File: src/sv/ssalu_pkg.sv
package ssalu_pkg;

    localparam logic [3:0] FN_AND   = 4'd0;
    localparam logic [3:0] FN_OR    = 4'd1;
    localparam logic [3:0] FN_XOR   = 4'd2;
    localparam logic [3:0] FN_NOT   = 4'd3;
    localparam logic [3:0] FN_ADD   = 4'd4;
    localparam logic [3:0] FN_SUB   = 4'd5;
    localparam logic [3:0] FN_MUL   = 4'd6;
    localparam logic [3:0] FN_DIV   = 4'd7;
    localparam logic [3:0] FN_INC   = 4'd8;
    localparam logic [3:0] FN_DEC   = 4'd9;
    localparam logic [3:0] FN_PASSB = 4'd10;

    // which back-end unit carries the transaction
    typedef enum logic [1:0] {
        CLS_ALU = 2'd0,
        CLS_MUL = 2'd1,
        CLS_DIV = 2'd2
    } t_cls;

    // operands are held sign-extended from the active width
    typedef struct packed {
        logic [3:0]  func;
        t_cls        cls;
        logic [63:0] a;
        logic [63:0] b;
        logic [63:0] ma;
        logic [63:0] mb;
        logic        neg;
    } t_item;

    typedef struct packed {
        logic [63:0] result;
        logic        saturated;
    } t_res;

    // handshake between the classifier queue and the execution side
    typedef struct packed {
        logic valid;
        logic pop;
    } t_q_ctl;

endpackage

File: src/sv/ssalu_front.sv
module ssalu_front #(
    parameter int WIDTH = 64
) (
    input  logic                 i_clk,
    input  logic                 i_rst_n,
    input  logic                 i_push,
    output logic                 o_full,
    input  logic [3:0]           i_func,
    input  logic signed [63:0]   i_operand_a,
    input  logic signed [63:0]   i_operand_b,
    input  logic                 i_pop,
    output logic                 o_valid,
    output ssalu_pkg::t_item     o_item
);

    localparam logic [WIDTH-1:0] VMIN = {1'b1, {(WIDTH-1){1'b0}}};

    logic signed [WIDTH-1:0] w_a;
    logic signed [WIDTH-1:0] w_b;
    logic [WIDTH-1:0]        w_ma;
    logic [WIDTH-1:0]        w_mb;
    ssalu_pkg::t_item        w_item;
    logic                    w_wr;
    logic                    w_rd;

    ssalu_pkg::t_item        r_mem [2];
    logic                    r_wp;
    logic                    r_rp;
    logic [1:0]              r_cnt;

    assign w_a  = i_operand_a[WIDTH-1:0];
    assign w_b  = i_operand_b[WIDTH-1:0];
    assign w_ma = w_a[WIDTH-1] ? (-w_a) : w_a;
    assign w_mb = w_b[WIDTH-1] ? (-w_b) : w_b;

    always_comb begin
        w_item.func = i_func;
        w_item.a    = 64'(w_a);
        w_item.b    = 64'(w_b);
        w_item.ma   = 64'(w_ma);
        w_item.mb   = 64'(w_mb);
        w_item.neg  = w_a[WIDTH-1] ^ w_b[WIDTH-1];
        w_item.cls  = ssalu_pkg::CLS_ALU;
        if (i_func == ssalu_pkg::FN_MUL) begin
            w_item.cls = ssalu_pkg::CLS_MUL;
        end else if (i_func == ssalu_pkg::FN_DIV && w_b != '0
                     && !(w_a == VMIN && w_b == '1)) begin
            // divide by zero and min over -1 stay on the alu path
            w_item.cls = ssalu_pkg::CLS_DIV;
        end
    end

    assign o_full  = (r_cnt == 2'd2);
    assign o_valid = (r_cnt != 2'd0);
    assign o_item  = r_mem[r_rp];
    assign w_wr    = i_push && !o_full;
    assign w_rd    = i_pop && o_valid;

    always_ff @(posedge i_clk) begin
        if (w_wr) begin
            r_mem[r_wp] <= w_item;
        end
    end

    always_ff @(posedge i_clk) begin
        if (!i_rst_n) begin
            r_wp  <= 1'b0;
            r_rp  <= 1'b0;
            r_cnt <= 2'd0;
        end else begin
            if (w_wr) r_wp <= ~r_wp;
            if (w_rd) r_rp <= ~r_rp;
            r_cnt <= r_cnt + 2'(w_wr) - 2'(w_rd);
        end
    end

endmodule

File: config.mk
export PLATFORM = sky130hd
export DESIGN_NAME = ssalu_front
export DESIGN_NICKNAME = d
export VERILOG_FILES = /design/src/sv/ssalu_pkg.sv /design/src/sv/ssalu_front.sv
export SDC_FILE = /design/constraint.sdc
export NUM_CORES = 1
export LEC_CHECK = 0
export BUFFER_PORTS_ARGS = -buffer_cell sky130_fd_sc_hd__buf_2
export CORE_AREA = 3 3 231 233
export CTS_BUF_LIST = sky130_fd_sc_hd__clkbuf_2
export DETAILED_ROUTE_END_ITERATION = 10
export DIE_AREA = 0 0 234 236
export PLACE_DENSITY_LB_ADDON = 0.12
export SLEW_MARGIN = 30
export SYNTH_ARGS = -nofsm -noshare
export SYNTH_HDL_FRONTEND = slang
export SYNTH_SLANG_ARGS = --single-unit
File: constraint.sdc
create_clock -name i_clk -period 18.6 [get_ports i_clk]
set_clock_uncertainty 0.1 [all_clocks]
set_input_delay 1.86 -clock i_clk [delete_from_list [all_inputs] [get_ports i_clk]]
set_output_delay 1.86 -clock i_clk [all_outputs]
set_load 0.05 [all_outputs]
==> run metrics, run 1 <==
gate count of the mapped netlist 1289; die width 234 µm; hold_ws 0.462 ns; vias in the first global route 13800; final worst slack 12.99 ns; DR WL/cell 21.7 µm; CTS Buffer Depth 3; hold_buf cts 0; Starting Density 43.0%; Synth Warn # 0; max_cap viols 0; total track usage 20.0%; Placed Instance Area 25000 µm²; share of layout cells above drive strength 1 49.4%; CTS tree done; nets@finish 1939; number of synthesized flops with an enable pin 522; pre-CTS setup slack 13.46 ns; Core ar. 51400 µm²; Max Freq 178 MHz; setup bufs post-CTS 0; crit path max fanout 64; Root Buffer clkbuf_2; Pleak 9.35 nW; Vias/cell 5.18; CP required 16.64 ns; Initial DRC Count 710; post_cts resized 0; setup TNS 0 ns; DRC 0; pins over their slew limit 0; Fin. Hold Viols 0; most common cell after layout, fill and taps aside edfxtp_1; die span in y 236 µm; power per cell area 150 nW/µm²; synthesized cell area 22100 µm²; CP endpoint o_item[124]; Reg-to-Reg Start r_cnt[0]; R2R depth 7; antenna violations before repair 6; Synth cell types 40; Reg2Reg Capture Point r_mem[0][200]; period utilization 30.2%; Worst Hold Class reg -> reg; DRT antenna net count 0; Async SR Flop Fraction 0%; drt total wl 55900 µm; most frequent cells in the layout edfxtp_1, buf_2, mux2_2; Area growth syn-to-layout 19.1%; total grt overflow 0; Synth Net Count 1430; first-pass GRT wire length 82700 µm; count of final setup violators 0; Yosys reg bits 527; die area 55200 µm²; worst-path cell with the longest stage delay dfxtp_4; Finished Cell Area 26300 µm²; actual slew at the worst max-slew pin 1.08 ns; drt first pass iters 5; Sequential Area 15800 µm²; R2R setup slack 15.31 ns; cells along the critical path buf_4, mux2_2, buf_2; worst vdd ir 0.0727 mV; Placer Congestion 0.778; synthesized area per cell 17.2 µm²; CP endpoint kind output pin; I/O Pins 401; most common flop cell mapped by yosys edfxtp_1; Fillers 4497; largest net degree at the start of global routing 142; min cycle time layout 5.61 ns; post-detailed-placement half-perimeter wirelength 36700 µm; RSZ-0062 raised after global routing false; CTS Buf Count 144; worst path arrival time 3.65 ns; sequential area share after synthesis 71.3%; Slew headroom 27.8%; H-tree level count 4; Worst setup SP type register; CTS Sinks 527; outcome completed; IO buf count 400; vias 13400; later-pin clock latency in the skew report 1.17 ns; multi-input logic area 6100 µm²; FP Rows 83; slowest stage delay, CP 0.88 ns; Reg clk slew, reported paths 0.08 ns; worst setup path class reg -> out
worst min path at each step:
stage	slack (ns)	to	cells past startpoint	from
finish	0.46	register	2	r_rp
global route	0.50	register	2	r_rp
CTS	0.47	register	2	r_rp
detailed placement	0.44	register	2	r_rp
global placement	0.42	r_rp	2	r_rp
floorplan	0.40	register	2	r_rp
layer usage:
metal / vias up / global-route usage (%) / share of wire [%]
li1: 6195 / - / -
met1: 6675 / 24.6 / 41
met2: 408 / 31.8 / 49
met3: 87 / 7.68 / 7.8
met4: 8 / 7.79 / 2.3
met5: - / 0 / 0.097
flip-flops by register name, summed over array words and instances, names as in the netlist, named ones only:
register	cells
r_rp	1
r_cnt	2
r_mem	522
r_wp	1
report_power, final:
group | total (W) | internal, W | switching, W
combinational | 0.00152 | 0.000396 | 0.00113
sequential | 0.00156 | 0.00151 | 0.0000524
clock | 0.000857 | 0.000393 | 0.000464
total | 0.00394 | 0.00230 | 0.00164
cells by family (layout without fill, tap and decap cells):
| family | count (synthesis) | count (layout) | synth area share (%) |
|---|---|---|---|
| AO/OA/AOI/OAI | 110 | 110 | 3.72 |
| buffers and inverters | 64 | 673 | 1.15 |
| other | 0 | 2 | 0 |
| AND/OR/NAND/NOR | 197 | 197 | 5.25 |
| XOR/XNOR | 125 | 125 | 4.95 |
| adder cells (fa/ha/maj) | 5 | 5 | 0.283 |
| flip-flops | 527 | 527 | 71.3 |
| multiplexers | 261 | 261 | 13.3 |
area by class of cell:
type / instances / share of cell area [%]
timing repair buffer: 415 / 8.29
sequential: 527 / 59.9
multi-input combinational: 698 / 23.2
clock buffer: 221 / 4.20
tap: 680 / 3.23
inverter: 12 / 0.171
clock inverter: 25 / 0.969
antenna: 2 / 0.0190
through the flow:
stage                     cells  utilization [%]  power, W
after floorplan            1289                -   0.00279
after global placement     2330             48.4   0.00312
after detailed placement   2332             48.6   0.00313
after global routing       2579             51.2   0.00413
final                      2580             51.2   0.00394
after CTS                  2578             51.2   0.00400
synthesized netlist by cell type (all sizes together) (3+ instances only):
cell type	count	area share, %
a21oi	3	0.068
and2	6	0.17
buf	7	0.19
clkbuf	45	0.76
dfxtp	5	0.45
edfxtp	522	71
ha	5	0.28
inv	12	0.20
mux2	261	13
nand2	30	0.51
nand2b	7	0.20
nand3	12	0.27
nand4	25	0.71
nor2	15	0.25
nor3	10	0.23
nor4	19	0.59
o21ai	35	0.79
o31ai	32	1.1
o41ai	36	1.6
or2	12	0.34
or3	34	0.98
or3b	3	0.12
or4	16	0.58
xnor2	121	4.8
xor2	4	0.16
critical path: cells and delay by family (launching register included):
kind,cells,cell delay [ns]
buffers and inverters,2,1.06
muxes,1,0.44
DFF,1,0.88
Note: power is estimated with default switching activity, not from simulation.
==> run 2: changes to the inputs <==
==> constraint.sdc (replaced) <==
create_clock -name i_clk -period 5.4 [get_ports i_clk]
set_clock_uncertainty 0.1 [all_clocks]
set_input_delay 0.54 -clock i_clk [delete_from_list [all_inputs] [get_ports i_clk]]
set_output_delay 0.54 -clock i_clk [all_outputs]
set_load 0.05 [all_outputs]
==> run 2 against run 1 <==
Utilization rose by 5.2 points; via count rose by 8.9%; critical path type is now in -> reg; largest cell class unchanged; non-clock buffer count rose by 276; register-to-register slack got worse by 12 ns; largest power group is now combinational logic; combinational power increased to 3.6 times the previous value; clock-buffer cell count decreased by 16.
==> run metrics, run 2 (synthesis gave the netlist of run 1 again) <==
outcome completed; Worst setup SP type input pin; CTS Buffer Depth 3 (unchanged); DRC 0 (unchanged); Worst Hold Class in -> reg; worst setup path class in -> reg; crit path max fanout 10 (-84%); Vias/cell 5.12 (-1.3%); CTS Buf Count 141 (-2.1%); max reg flops 522 (unchanged); share of layout cells above drive strength 1 42.3% (-7.1 points); post-detailed-placement half-perimeter wirelength 36400 µm (-0.64%); drt total wl 61400 µm (+10%); worst path arrival time 4.60 ns (+0.95 ns); power per cell area 469 nW/µm² (+210%); setup TNS 0 ns (unchanged); Root Buffer clkbuf_2; biggest regs r_mem x522, r_cnt x2; antenna violations before repair 1 (-5); count of final setup violators 0 (unchanged); most common cell after layout, fill and taps aside edfxtp_1; first-pass GRT wire length 91900 µm (+11%); nets@finish 2212 (+14%); max_cap viols 0 (unchanged); Reg2Reg Capture Point r_cnt[0]; min-delay src i_pop; Starting Density 43.0% (unchanged); Fin. Hold Viols 0 (unchanged); Area growth syn-to-layout 31.2%; Slew headroom 33.9% (+6.0 points); die area 55200 µm² (unchanged); die width 234 µm (unchanged); Placer Congestion 0.796 (+2.3%); fin util 56.4% (+5.2 points); die span in y 236 µm (unchanged); actual slew at the worst max-slew pin 0.992 ns (-0.0907 ns); Finished Cell Area 29000 µm² (+10%); Reg-to-Reg Start r_cnt[1]; Initial DRC Count 928 (+31%); IO buf count 400 (unchanged); Fillers 4272 (-5.0%); most frequent cells in the layout edfxtp_1, buf_2, dlygate4sd3_1; Pleak 10.4 nW (+11%); Reg clk slew, reported paths 0.08 ns (about the same); R2R depth 7 (unchanged); DR WL/cell 21.6 µm (-0.27%); DRT antenna net count 0 (unchanged); vias 14600 (+8.9%); FP Rows 83 (unchanged); pins over their slew limit 0 (unchanged); Hold Crit Depth 5 (+3); vias in the first global route 15600 (+13%); CP endpoint kind register; Placed Instance Area 25000 µm² (about the same); Reg with most FFs r_mem; I/O Pins 401 (unchanged); Core ar. 51400 µm² (unchanged); Max Freq 265 MHz; pre-CTS setup slack 1.59 ns (-11.87 ns); CP required 6.23 ns (-10.41 ns); later-pin clock latency in the skew report 1.21 ns (+0.04 ns); final worst slack 1.63 ns (-11.36 ns); H-tree level count 4 (unchanged); worst vdd ir 0.357 mV (+390%); R2R setup slack 3.12 ns (-12.19 ns); drt first pass iters 7 (+2); Pwr Total 0.0136 W (+250%); CTS tree done; period utilization 69.8%; min cycle time layout 3.77 ns; largest net degree at the start of global routing 144 (+1.4%); RSZ-0062 raised after global routing false; total track usage 22.1% (+2.1 points); total grt overflow 0 (unchanged); CTS Sinks 527 (unchanged)
run 2: cell count changes in the layout (fill, tap and decap cells not counted), sizes merged:
cell         delta
clkinv         +10
buf             -4
bufinv          -2
clkbuf         -16
clkinvlp        -1
dlygate4sd3   +280
inv             -2
run 2: timing repair:
action                    in CTS  in global routing
resized for setup              0                  0
hold buffers                 280                  0
hold endpoints to repair     874                  0
buffers inserted               0                  0
run 2: layout make-up:
cell class | instances | area (µm²) | area share (%)
Multi-Input combinational cell | 698 | 6100 | 21.0
Antenna cell | 2 | 5.00 | 0.0173
Clock inverter | 30 | 220 | 0.759
Tap cell | 680 | 851 | 2.93
Sequential cell | 527 | 15800 | 54.4
Clock buffer | 205 | 1030 | 3.54
Timing Repair Buffer | 691 | 4970 | 17.2
Inverter | 12 | 45.0 | 0.155
run 2: worst max-delay path, cell delays in order:
cell and delay (ns):
dlygate4sd3_1 0.53, buf_2 0.13, dlygate4sd3_1 0.59, inv_1 0.10, ha_1 0.19, or3b_2 0.50, nor4_2 0.67, nand2_1 0.58
o41ai_1 0.62, xnor2_1 0.14
run 2: how the worst max path moves through the flow:
stage                         from            to  slack [ns]  depth (start not counted)
floorplan                   i_push   r_mem[0][0]        0.36                          2
global placement    i_operand_a[1]  r_mem[0][97]        1.67                          8
detailed placement  i_operand_a[1]  r_mem[1][97]        1.59                          8
CTS                       register   o_item[260]        1.53                          3
global route              register    o_item[76]        1.52                          3
finish              i_operand_a[1]  r_mem[1][97]        1.63                         10
run 2: per-stage QoR:
step / hold slack (ns) / cells
floorplan: 0.404 / 1289
global placement: 0.424 / 2328
detailed placement: 0.428 / 2328
CTS: 0.000792 / 2843
global route: 0.0734 / 2845
finish: 0.262 / 2845
run 2: report_power, final:
part           internal, W  switching (W)  total (W)
combinational      0.00151        0.00399    0.00549
clock              0.00119        0.00160    0.00279
sequential         0.00520       0.000135    0.00533
run 2: metal layers:
layer / track usage, % / vias up / share of wire (%)
met2: 36.4 / 481 / 49
met1: 26.6 / 7231 / 40
li1: - / 6751 / -
met5: 0 / - / 0
met3: 7.68 / 99 / 7.9
met4: 8.68 / 0 / 2.7
